## config.mk

```make
export PLATFORM = sky130hd
export DESIGN_NAME = timer_event_queue_flat
export DESIGN_NICKNAME = d
export VERILOG_FILES = /design/src/design/teq_pkg.sv /design/src/design/teq_cmd_if.sv /design/src/design/teq_res_if.sv /design/src/design/teq_ram.sv /design/src/design/timer_event_queue.sv /design/src/flat_wrapper.sv
export SDC_FILE = /design/constraint.sdc
export NUM_CORES = 2
export LEC_CHECK = 0
export ABC_AREA = 1
export ABC_CLOCK_PERIOD_IN_PS = 21000
export BUFFER_PORTS_ARGS = -buffer_cell sky130_fd_sc_hd__buf_2
export CELL_PAD_IN_SITES_DETAIL_PLACEMENT = 1
export CELL_PAD_IN_SITES_GLOBAL_PLACEMENT = 1
export CORE_MARGIN = 3
export CORE_UTILIZATION = 25
export CTS_CLUSTER_DIAMETER = 40
export DETAILED_ROUTE_END_ITERATION = 10
export PLACE_DENSITY_LB_ADDON = 0.1
export SYNTH_ARGS = -nofsm -noshare
export SYNTH_HDL_FRONTEND = slang
export SYNTH_SLANG_ARGS = --single-unit
```

## constraint.sdc

```tcl
create_clock -name clk -period 21 [get_ports clk]
set_input_delay 0 -clock clk [delete_from_list [all_inputs] [get_ports clk]]
set_output_delay 0 -clock clk [all_outputs]
set_load 0.03 [all_outputs]
```

## src/design/teq_pkg.sv

```systemverilog
package teq_pkg;

  // command codes
  localparam logic [1:0] CMD_SCHEDULE = 2'd0;
  localparam logic [1:0] CMD_CANCEL   = 2'd1;
  localparam logic [1:0] CMD_TICK     = 2'd2;

  // result status codes
  localparam logic [2:0] ST_SCHEDULED = 3'd0;
  localparam logic [2:0] ST_FULL      = 3'd1;
  localparam logic [2:0] ST_CANCELLED = 3'd2;
  localparam logic [2:0] ST_NOT_FOUND = 3'd3;
  localparam logic [2:0] ST_FIRED     = 3'd4;
  localparam logic [2:0] ST_IDLE      = 3'd5;

  // most events fired by one tick
  localparam logic [4:0] MAX_FIRE = 5'd16;

  // one stored event
  typedef struct packed {
    logic [31:0] deadline;
    logic [31:0] id;
    logic [15:0] handle;
    logic        cancelled;
  } entry_t;

  // one result item
  typedef struct packed {
    logic [2:0]  status;
    logic [31:0] ev_id;
    logic [15:0] fired_handle;
    logic        last;
  } result_t;

  // true when deadline a lies strictly after deadline b
  function automatic logic later(input logic [31:0] a, input logic [31:0] b);
    logic [31:0] d;
    d = a - b;
    return (d != 32'd0) && !d[31];
  endfunction

endpackage

```

## src/design/teq_cmd_if.sv

```systemverilog
interface teq_cmd_if;
  logic        valid;
  logic        ready;
  logic [1:0]  command;
  logic [19:0] interval;
  logic [15:0] handle;
  logic [31:0] target_id;

  modport source (output valid, command, interval, handle, target_id, input ready);
  modport sink   (input valid, command, interval, handle, target_id, output ready);
endinterface

```

## src/design/teq_res_if.sv

```systemverilog
interface teq_res_if;
  logic        valid;
  logic        ready;
  logic [2:0]  status;
  logic [31:0] ev_id;
  logic [15:0] fired_handle;
  logic        last;

  modport source (output valid, status, ev_id, fired_handle, last, input ready);
  modport sink   (input valid, status, ev_id, fired_handle, last, output ready);
endinterface

```

## src/design/teq_ram.sv

```systemverilog
module teq_ram #(
  parameter int WIDTH = 8,
  parameter int DEPTH = 16
) (
  input  logic                                   clk,
  input  logic                                   we,
  input  logic [(DEPTH > 1 ? $clog2(DEPTH) : 1)-1:0] waddr,
  input  logic [WIDTH-1:0]                       wdata,
  input  logic [(DEPTH > 1 ? $clog2(DEPTH) : 1)-1:0] raddr,
  output logic [WIDTH-1:0]                       rdata
);

  logic [WIDTH-1:0] mem [DEPTH];

  // one write port, one registered read port
  always_ff @(posedge clk) begin
    if (we) begin
      mem[waddr] <= wdata;
    end
    rdata <= mem[raddr];
  end

endmodule

```

## src/design/timer_event_queue.sv

```systemverilog
// Sorted timer event queue.
// cmd channel (valid/ready) takes one command item: schedule, cancel or tick.
// rsp channel (valid/ready) returns the result items of that command, the
// final one flagged by last. cfg_we/cfg_wdata write the capacity register
// (0 acts as 1, above QUEUE_DEPTH acts as QUEUE_DEPTH); the user must write it
// only while the block is idle, and the block itself does not enforce this.
// Entries live in one single-port-read RAM; a schedule, cancel or tick with
// entries to visit walks it one entry at a time, an address state and then a
// check/write state for each. Schedule compares entries from the tail,
// shifting later ones up for the sorted insert, until one that is not later
// or the head stops the walk; a full queue answers ST_FULL without a walk.
// Cancel searches from the head. A new command is taken only after the
// previous one's last result has been loaded into the output register.
// A stalled receiver holds the output register; a tick that has further
// events to fire waits on it, other work stops before loading the next result.
// Synchronous reset empties the queue and clears time and id counters; the
// RAM needs no clearing since only entries below the count are read.
module timer_event_queue #(
  parameter int QUEUE_DEPTH = 16
) (
  input  logic         clk,
  input  logic         rst,
  teq_cmd_if.sink      cmd,
  teq_res_if.source    rsp,
  input  logic         cfg_we,
  input  logic [4:0]   cfg_wdata
);
  import teq_pkg::*;

  localparam int AW = (QUEUE_DEPTH > 1) ? $clog2(QUEUE_DEPTH) : 1;
  localparam int CW = $clog2(QUEUE_DEPTH + 1);
  localparam logic [6:0] DEPTH7 = 7'(QUEUE_DEPTH);
  localparam logic [CW-1:0] DEPTHC = CW'(QUEUE_DEPTH);

  typedef enum logic [3:0] {
    S_IDLE, S_SRD, S_SCHK, S_SINS, S_CRD, S_CCHK, S_TRD, S_TCHK, S_TEND, S_EMIT
  } state_t;

  state_t          state;
  logic [AW-1:0]   rd_addr;
  logic [CW-1:0]   pos;
  logic [CW-1:0]   r;
  logic [CW-1:0]   w;
  logic [4:0]      n;
  logic            sweep;
  logic [CW-1:0]   count;
  logic [31:0]     next_id;
  logic [31:0]     cur_time;
  logic [4:0]      capacity;
  logic [31:0]     new_dl;
  logic [15:0]     new_handle;
  logic [31:0]     target;
  result_t         rslt;
  result_t         pend;
  logic            pend_valid;
  result_t         out;
  logic            out_valid;

  entry_t          rdata;
  entry_t          wdata;
  logic            ram_we;
  logic [AW-1:0]   waddr;

  logic [CW-1:0]   cnt_dec, pos_dec, pos_dec2, r_inc;
  logic [6:0]      cap7, cap_eff;
  logic            full;
  logic            can_push;
  logic            skip_c, fire, copy;
  logic            out_load;

  teq_ram #(.WIDTH($bits(entry_t)), .DEPTH(QUEUE_DEPTH)) u_ram (
    .clk   (clk),
    .we    (ram_we),
    .waddr (waddr),
    .wdata (wdata),
    .raddr (rd_addr),
    .rdata (rdata)
  );

  // helpers
  always_comb begin
    cnt_dec  = count - 1'b1;
    pos_dec  = pos - 1'b1;
    pos_dec2 = pos - CW'(2);
    r_inc    = r + 1'b1;
    cap7     = {2'b00, capacity};
    if (cap7 == 7'd0) begin
      cap_eff = 7'd1;
    end else if (cap7 > DEPTH7) begin
      cap_eff = DEPTH7;
    end else begin
      cap_eff = cap7;
    end
    full     = (7'(count) >= cap_eff) || (count == DEPTHC);
    can_push = !out_valid || rsp.ready;
    skip_c   = sweep && rdata.cancelled;
    fire     = sweep && !rdata.cancelled && !later(rdata.deadline, cur_time) &&
               (n < MAX_FIRE);
    copy     = !skip_c && !fire;
    // output register takes a new item this cycle
    out_load = can_push && (((state == S_TCHK) && fire && pend_valid) ||
                            (state == S_EMIT));
  end

  // RAM write side
  always_comb begin
    ram_we = 1'b0;
    waddr  = pos[AW-1:0];
    wdata  = rdata;
    unique case (state)
      S_SCHK: begin
        if (later(rdata.deadline, new_dl)) begin
          ram_we = 1'b1;
        end
      end
      S_SINS: begin
        ram_we = 1'b1;
        wdata  = '{deadline: new_dl, id: next_id, handle: new_handle, cancelled: 1'b0};
      end
      S_CCHK: begin
        waddr           = r[AW-1:0];
        wdata.cancelled = 1'b1;
        ram_we          = (rdata.id == target);
      end
      S_TCHK: begin
        waddr  = w[AW-1:0];
        ram_we = copy && (w != r);
      end
      default: begin
        ram_we = 1'b0;
      end
    endcase
  end

  assign cmd.ready        = (state == S_IDLE);
  assign rsp.valid        = out_valid;
  assign rsp.status       = out.status;
  assign rsp.ev_id        = out.ev_id;
  assign rsp.fired_handle = out.fired_handle;
  assign rsp.last         = out.last;

  // sequencer
  always_ff @(posedge clk) begin
    if (rst) begin
      state      <= S_IDLE;
      count      <= '0;
      next_id    <= '0;
      cur_time   <= '0;
      capacity   <= 5'd16;
      pend_valid <= 1'b0;
      out_valid  <= 1'b0;
    end else begin
      if (cfg_we) begin
        capacity <= cfg_wdata;
      end
      if (out_load) begin
        out_valid <= 1'b1;
      end else if (rsp.ready) begin
        out_valid <= 1'b0;
      end
      unique case (state)
        S_IDLE: begin
          if (cmd.valid) begin
            new_dl     <= cur_time + {12'd0, cmd.interval};
            new_handle <= cmd.handle;
            target     <= cmd.target_id;
            r          <= '0;
            w          <= '0;
            n          <= '0;
            sweep      <= 1'b1;
            rd_addr    <= (cmd.command == CMD_SCHEDULE) ? cnt_dec[AW-1:0] : '0;
            case (cmd.command)
              CMD_SCHEDULE: begin
                if (full) begin
                  rslt  <= '{status: ST_FULL, ev_id: 32'd0, fired_handle: 16'd0,
                             last: 1'b1};
                  state <= S_EMIT;
                end else begin
                  pos <= count;
                  if (count == '0) begin
                    state <= S_SINS;
                  end else begin
                    state <= S_SRD;
                  end
                end
              end
              CMD_CANCEL: begin
                if (count == '0) begin
                  rslt  <= '{status: ST_NOT_FOUND, ev_id: cmd.target_id,
                             fired_handle: 16'd0, last: 1'b1};
                  state <= S_EMIT;
                end else begin
                  state <= S_CRD;
                end
              end
              CMD_TICK: begin
                cur_time <= cur_time + 32'd1;
                if (count == '0) begin
                  rslt  <= '{status: ST_IDLE, ev_id: 32'd0, fired_handle: 16'd0,
                             last: 1'b1};
                  state <= S_EMIT;
                end else begin
                  state <= S_TRD;
                end
              end
              default: begin
                state <= S_IDLE;
              end
            endcase
          end
        end
        S_SRD: state <= S_SCHK;
        S_SCHK: begin
          if (later(rdata.deadline, new_dl)) begin
            pos <= pos_dec;
            if (pos_dec == '0) begin
              state <= S_SINS;
            end else begin
              rd_addr <= pos_dec2[AW-1:0];
              state   <= S_SRD;
            end
          end else begin
            state <= S_SINS;
          end
        end
        S_SINS: begin
          count   <= count + 1'b1;
          rslt    <= '{status: ST_SCHEDULED, ev_id: next_id, fired_handle: 16'd0,
                       last: 1'b1};
          next_id <= next_id + 32'd1;
          state   <= S_EMIT;
        end
        S_CRD: state <= S_CCHK;
        S_CCHK: begin
          if (rdata.id == target) begin
            rslt  <= '{status: ST_CANCELLED, ev_id: target, fired_handle: 16'd0,
                       last: 1'b1};
            state <= S_EMIT;
          end else if (r_inc < count) begin
            r       <= r_inc;
            rd_addr <= r_inc[AW-1:0];
            state   <= S_CRD;
          end else begin
            rslt  <= '{status: ST_NOT_FOUND, ev_id: target, fired_handle: 16'd0,
                       last: 1'b1};
            state <= S_EMIT;
          end
        end
        S_TRD: state <= S_TCHK;
        S_TCHK: begin
          // a fired event waits while the previous one cannot be handed out
          if (!fire || !pend_valid || can_push) begin
            if (fire) begin
              if (pend_valid) begin
                out <= pend;
              end
              pend       <= '{status: ST_FIRED, ev_id: rdata.id,
                              fired_handle: rdata.handle, last: 1'b0};
              pend_valid <= 1'b1;
              n          <= n + 5'd1;
            end else if (copy) begin
              sweep <= 1'b0;
              w     <= w + 1'b1;
            end
            r <= r_inc;
            if (r_inc < count) begin
              rd_addr <= r_inc[AW-1:0];
              state   <= S_TRD;
            end else begin
              state <= S_TEND;
            end
          end
        end
        S_TEND: begin
          count      <= w;
          pend_valid <= 1'b0;
          if (pend_valid) begin
            rslt <= '{status: pend.status, ev_id: pend.ev_id,
                      fired_handle: pend.fired_handle, last: 1'b1};
          end else begin
            rslt <= '{status: ST_IDLE, ev_id: 32'd0, fired_handle: 16'd0, last: 1'b1};
          end
          state <= S_EMIT;
        end
        S_EMIT: begin
          if (can_push) begin
            out   <= rslt;
            state <= S_IDLE;
          end
        end
        default: state <= S_IDLE;
      endcase
    end
  end

  // checks
  a_count_bound: assert property (@(posedge clk) disable iff (rst)
    count <= DEPTHC)
    else $error("queue count above depth");

  a_pend_in_tick: assert property (@(posedge clk) disable iff (rst)
    pend_valid |-> (state == S_TRD || state == S_TCHK || state == S_TEND))
    else $error("pending fired item outside a tick");

  a_id_step: assert property (@(posedge clk) disable iff (rst)
    (state == S_SINS) |=> (next_id == $past(next_id) + 32'd1))
    else $error("id not advanced on insert");

  a_write_states: assert property (@(posedge clk) disable iff (rst)
    ram_we |-> (state == S_SCHK || state == S_SINS || state == S_CCHK ||
                state == S_TCHK))
    else $error("RAM write outside a walk");

  a_emit_space: assert property (@(posedge clk) disable iff (rst)
    (state == S_EMIT && !can_push) |=> (state == S_EMIT))
    else $error("result left before output had room");

endmodule

```

## src/flat_wrapper.sv

```systemverilog
// flat-port wrapper written by rule: the top's interface ports become plain ports
module timer_event_queue_flat import teq_pkg::*;
#(
  parameter int QUEUE_DEPTH = 16
)
  (clk, rst, cfg_we, cfg_wdata, cmd_valid, cmd_command, cmd_interval, cmd_handle, cmd_target_id, cmd_ready, rsp_valid, rsp_status, rsp_ev_id, rsp_fired_handle, rsp_last, rsp_ready);
  teq_cmd_if cmd_i ();
  teq_res_if rsp_i ();
  input  logic clk;
  input  logic rst;
  input  logic cfg_we;
  input  logic [4:0] cfg_wdata;
  input wire logic [$bits(cmd_i.valid)-1:0] cmd_valid;
  input wire logic [$bits(cmd_i.command)-1:0] cmd_command;
  input wire logic [$bits(cmd_i.interval)-1:0] cmd_interval;
  input wire logic [$bits(cmd_i.handle)-1:0] cmd_handle;
  input wire logic [$bits(cmd_i.target_id)-1:0] cmd_target_id;
  output wire logic [$bits(cmd_i.ready)-1:0] cmd_ready;
  output wire logic [$bits(rsp_i.valid)-1:0] rsp_valid;
  output wire logic [$bits(rsp_i.status)-1:0] rsp_status;
  output wire logic [$bits(rsp_i.ev_id)-1:0] rsp_ev_id;
  output wire logic [$bits(rsp_i.fired_handle)-1:0] rsp_fired_handle;
  output wire logic [$bits(rsp_i.last)-1:0] rsp_last;
  input wire logic [$bits(rsp_i.ready)-1:0] rsp_ready;
  assign cmd_i.valid = cmd_valid;
  assign cmd_i.command = cmd_command;
  assign cmd_i.interval = cmd_interval;
  assign cmd_i.handle = cmd_handle;
  assign cmd_i.target_id = cmd_target_id;
  assign cmd_ready = cmd_i.ready;
  assign rsp_valid = rsp_i.valid;
  assign rsp_status = rsp_i.status;
  assign rsp_ev_id = rsp_i.ev_id;
  assign rsp_fired_handle = rsp_i.fired_handle;
  assign rsp_last = rsp_i.last;
  assign rsp_i.ready = rsp_ready;
  timer_event_queue #(.QUEUE_DEPTH(QUEUE_DEPTH)) u_core (.clk(clk), .rst(rst), .cmd(cmd_i), .rsp(rsp_i), .cfg_we(cfg_we), .cfg_wdata(cfg_wdata));
endmodule
```

After elaboration in Yosys (flattened, before gate mapping):

Memories as Yosys holds them, arrays and structs flattened. A register that Yosys moved wholly into a read port is not among the register bits.
Index checks and enable logic that the tools add are counted.

* memory bits (writable): 1296
* memories: 1
* register bits: 337
* memory bits (read-only): 0
* input bits: 80
* bits in latches: 0

Memory list
* u_core.u_ram.mem: words 16, width 81, rd ports 1, clocked after memory_dff 1, wr ports 1, line teq_ram.sv:13 `logic [WIDTH-1:0] mem [DEPTH];`

* mux-type cells: 73
* shift operators: 0
* $lt $le $gt $ge: 4
* multiply operators: 0
* bitwise logic cells: 1
* divide/modulo/power cells: 0
* add/subtract/negate cells: 12
* reduce and logical (&&, ||, !) cells: 53
* equality and inequality tests: 32

Operators with widths (count)
* $mux W52: 10
* $pmux W52 S4: 1
* $pmux W52 S3: 1
* $pmux W52 S2: 1
* $mux W80: 1
* $mux W5: 14
* $add A32 B1 Y32 const B: 2
* $mux W4: 16
* $reduce_bool A32 Y1: 2
* $sub A32 B32 Y32: 2
* $mux W50: 1
* $pmux W5 S2: 4
* $pmux W4 S9: 1
* $add A32 B20 Y32: 1
* $eq A32 B32 Y1: 1
* $reduce_and A6 Y1: 4
* $add A5 B1 Y5 const B: 4
* $eq A4 B3 Y1 const B: 4
* $pmux W4 S4: 1
* $logic_not A5 Y1: 3
* $pmux W5 S3: 1
* $ne A2 B1 Y1 const B: 7
* $ne A2 B2 Y1 const B: 6
* $ne A3 B2 Y1 const B: 4
* 37 further kinds: 83

Depth between registers and ports, before layout:

* depth in word-level cells: 12
* depth in mapped cells: 24
* depth with buffers taken out: 24

Modules after synthesis:

From an unflattened synthesis, not the netlist that was laid out.

* cells, all modules: 8373
* area, all modules: 79465.0 um^2

Modules (own cells, without submodules)
* teq_ram: area each 57342.5 um^2, cells an instance 5319, seq. area each 40538.9 um^2, times used 1
* timer_event_queue: area each 22122.5 um^2, cells an instance 3054, seq. area each 9288.9 um^2, times used 1

Worst setup path after synthesis:

No wires, ideal clock.

* kind: register to register
* start point: reg u_core.state[3]
* end point: reg u_core.new_dl[0], enable pin
* path buffers: 0
* data arrival time: 6.089 ns
* setup slack: 14.294 ns
* data required time: 20.384 ns
* library setup time: 0.616 ns
* cell stages (with the launch flop): 6
* clock period less this slack: 6.706 ns
* cell sequence: dfxtp_1 inv_1 nand2_1 inv_1 nand2_2 nor3_1

* cells in the longest elaborated chain, start to end: 2

Ends and longest elaborated chain
* start: declaration: line timer_event_queue.sv:39 `state_t state;`
* start signal: assignment: line timer_event_queue.sv:145 `state <= S_IDLE;`
* start signal: assignment: line timer_event_queue.sv:177 `state <= S_EMIT;`
* start signal: assignment: line timer_event_queue.sv:181 `state <= S_SINS;`
* $logic_not A4 Y1: line timer_event_queue.sv:161 `unique case (state)`
* $reduce_and A3 Y1 (no line)
* end signal: assignment: line timer_event_queue.sv:164 `new_dl <= cur_time + {12'd0, cmd.interval};`
* end: declaration: line timer_event_queue.sv:50 `logic [31:0] new_dl;`

Every way passes these cells.
A chain may end at the register's enable or synchronous reset.

==> impl_metrics.csv <==
group,metric,value,unit
yosys,syn_nets,6658,
sta,max_slew_margin,10.85,%
critical_path,cp-end-kind,"flip-flop",
grt,antenna_found_initial,13,
detailed_routing,firstDrtPassIters,5,
yosys,synth_largest_area_cell,"edfxtp_1",
placement,gp_congestion,0.8165,
clock_network,ctsResizeCount,0,
sta,fin_ws,15.46,ns
floorplan,fp.dieW,552.4,um
clock_network,cts_hold_buf,157,
sta,max_freq,180.6,MHz
yosys,synth_top_area_share,62.44,%
grt,grt_pass1_wl,371100,um
min_path,hp-class,"in2reg",
clock_network,path_clk_slew,0.05,ns
clock_network,cts_inserted_buffers,359,
critical_path,r2r_end,"u_core.u_ram.rdata[51]",
sta,clock_skew,0.1174,ns
grt,grt_max_degree,138,
critical_path,arrival,6.29,ns
critical_path,crit_path_frequent_cell,"buf_4",
floorplan,die_height,552.4,um
status,outcome,"completed",
floorplan,core,0.2956,mm2
floorplan,dieArea,0.3051,mm2
yosys,synth_enable_flop_cells,1552,
floorplan,rows,199,
placement,dp_slack,15.44,ns
clock_network,root_buffer,"clkbuf_16",
yosys,synth_cell_types,55,
yosys,netlist_area,0.07464,mm2
detailed_routing,drc_errors,0,
critical_path,start_kind,"flip-flop",
sta,slew_viol_final,0,
pwr,power.density,153.8,mW/mm2
yosys,avgSynthCellArea,11.53,um2
placement,placed_cell_area,0.08007,mm2
placement,port_buffers,133,
pwr,power.leakage,35.54,nW
sta,rsz0062_at_grt,"false",
clock_network,h-tree-depth,5,
sta,hold_violations,0,
clock_network,cts_tree,"yes",
critical_path,path_max_fanout,72,
min_path,min-delay-start,"rst",
detailed_routing,viasPerCell,4.530,
final_layout,fillers,31844,
grt,track_usage,16.26,%
sta,fin_crit_sh,26.37,%
yosys,synth-seq-cells,1713,
grt,grt.overflow.total,0,
grt,grt_pass1_vias,53035,
critical_path,rrSetupSlack,15.46,ns
pwr,vdd_ir_drop_max,0.07365,mV
critical_path,cp.buffers_inverters,5,
critical_path,r2r_cells,10,
detailed_routing,wire_per_inst,22.86,um
final_layout,fin_area,0.09443,mm2
clock_network,cts_sinks,1713,
final_layout,fin_nets,7123,
flow_run,cap_violations,0,
yosys,syn_inst,6472,
yosys,ys_seq_area_share,66.76,%
floorplan,start_util,25.25,%
sta,setup_tns,0,ns
sta,period_needed,5.537,ns
yosys,yosys-top-cells-area,"edfxtp_1 (62%), nand2_1 (5.9%), mux2i_1 (4.3%), dfxtp_1 (4.3%), inv_1 (3.9%)",
final_layout,area_delta_synth_final,26.52,%
clock_network,clk-insertion-delay-late,0.92,ns
clock_network,postCtsSetupRepairBufs,0,
critical_path,crit_chain,"buf_4 -> buf_4 -> buf_4 -> buf_4 -> buf_4 -> a21oi_1 -> o21ai_0 -> o21ai_0 -> o211ai_1 -> nand2_1",
min_path,hold_depth,3,
detailed_routing,ant_nets,0,
yosys,yosys_warnings,0,
sta,tightest_slew,1.323,ns
detailed_routing,totalWireLength,255300,um
critical_path,worstSetupPathType,"reg2reg",
critical_path,r2r_start,"u_core.rd_addr[0]",
yosys,async_reset_ff_share,0,%
critical_path,crit_required,21.76,ns
critical_path,cp_slowest_cell,"edfxtp_1",
min_path,hold_path_end,"u_core.next_id[9]",
final_layout,drive_gt1_share,12.47,%
detailed_routing,drtIter0Drc,3361,
floorplan,io_pins,134,
placement,dp_hpwl,159200,um
yosys,ys.flop_type,"edfxtp_1",
detailed_routing,num_vias,50595,
critical_path,critPathTopFamily,"buffers and inverters",
clock_network,clockBufferDepth,4,
sta,setup-violations-final,0,
critical_path,slowest_delay,1.01,ns
tightest hold or removal path: stages:
cell	delay [ns]
dlygate4sd3_1	0.55
buf_4	0.24
nor2_1	0.14
synth_stat cells (2+ instances only):
library cell and number:
dfxtp_1 161, nand4_1 63, edfxtp_1 1552, nand3b_1 7, nand3_1 231, o211ai_1 326
buf_2 30, nor3b_1 5, buf_1 36, clkbuf_1 219, nand3_2 2, o21ai_0 477
inv_2 7, and2_1 6, clkinv_1 3, fa_1 3, nand2_1 1165, nor2_4 3
a211oi_1 7, a21boi_0 5, nor2_2 7, xor2_1 58, inv_1 766, ha_1 103
o21a_1 6, nand2_2 11, nor2_1 279, nor3_2 2, or2_2 11, xnor2_1 55
a21o_1 3, a31oi_1 7, mux2i_1 324, nor4_1 16, o221ai_1 6, a21oi_1 429
o2111ai_1 5, o21bai_1 8, nor3_1 52
metrics by stage:
step	utilization, %	total power [mW]	std cells	hold slack [ns]
floorplan	-	7.012	6472	0.09887
global placement	27.09	8.675	10338	0.1804
detailed placement	27.09	8.693	10338	0.1802
CTS	31.95	14.78	11166	0.02435
global route	31.95	15.32	11167	0.07159
finish	31.95	14.53	11168	0.1130
layer usage:
| layer | global-route usage (%) | up-vias | wire (um) |
|---|---|---|---|
| met2 | 25.75 | 902 | 115200 |
| met1 | 23.00 | 25464 | 124300 |
| met4 | 4.692 | 0 | 6429 |
| met3 | 2.390 | 380 | 9371 |
| met5 | 0 | - | 0 |
| li1 | - | 23849 | - |
placed cells by master, fill, tap and decap left out, drive strengths merged, types with 3 or more instances in the layout:
cell type and n:
o21ai 478, o211ai 326, nor2 289, nor3b 5, nand3 233, and2 7, fa 3, a211oi 8
clkinv 139, a21o 3, nand4 64, dfxtp 161, nor3 54, dlygate4sd3 157, inv 790, a21boi 5
edfxtp 1552, ha 103, buf 233, xor2 58, o2111ai 5, nor4 17, nand2 1176, a21oi 430
bufinv 61, o21a 6, o21bai 8, clkbuf 429, clkinvlp 28, or2 11, o221ai 6, a31oi 7
mux2i 324, xnor2 55, nand3b 9
final cells by class:
| class | instances | area, um2 | area share (%) |
|---|---|---|---|
| sequential | 1713 | 49830 | 52.77 |
| multi-input combinational | 3697 | 20860 | 22.09 |
| clock buffer | 429 | 9412 | 9.967 |
| tap | 3919 | 4903 | 5.193 |
| clock inverter | 242 | 3368 | 3.567 |
| timing repair buffer | 390 | 3040 | 3.220 |
| inverter | 776 | 3013 | 3.191 |
| antenna | 2 | 5.005 | 0.005300 |
power by group:
part,internal [mW],total (mW),switching (mW)
combinational,1.06,3.92,2.86
sequential,4.45,4.64,0.197
clock,3.97,5.96,1.98
worst max-delay path by stage:
stage | from | endpoint | slack [ns] | depth (start not counted)
detailed placement | u_core.rd_addr[0] | u_core.u_ram.rdata[51] | 15.44 | 10
global placement | u_core.rd_addr[0] | u_core.u_ram.rdata[60] | 15.43 | 10
global route | u_core.rd_addr[0] | u_core.u_ram.rdata[51] | 14.97 | 10
CTS | u_core.rd_addr[0] | u_core.u_ram.rdata[51] | 15.37 | 10
floorplan | u_core.state[3] | u_core.new_dl[0] | 14.29 | 5
finish | u_core.rd_addr[0] | u_core.u_ram.rdata[51] | 15.46 | 10
logic make-up (layout without fill, tap and decap cells):
logic type / Yosys count / count (layout) / share of synthesized area, %
AO/OA/AOI/OAI: 1286 / 1286 / 9.914
XOR/XNOR: 113 / 113 / 1.326
adder cells (fa/ha/maj): 106 / 106 / 1.807
AND/OR/NAND/NOR: 1868 / 1868 / 10.45
other: 0 / 2 / 0
flip-flops: 1713 / 1713 / 66.76
multiplexers: 324 / 324 / 4.345
buffers and inverters: 1062 / 1837 / 5.401
sequential cells by signal, indices dropped and copies added (netlist names), 4 cells and up:
register and flops:
u_core.u_ram.mem 1296, u_core.new_handle 16, u_core.w 5, u_core.n 5, u_core.rslt 51, u_core.r 5
u_core.rsp.fired_handle 16, u_core.rd_addr 4, u_core.pend 48, u_core.state 4, u_core.rsp.ev_id 32, u_core.u_ram.rdata 81
u_core.count 5, u_core.pos 5, u_core.next_id 32, u_core.target 32, u_core.cur_time 32, u_core.new_dl 32
u_core.capacity 5
Power figures use the tool's default switching activity.
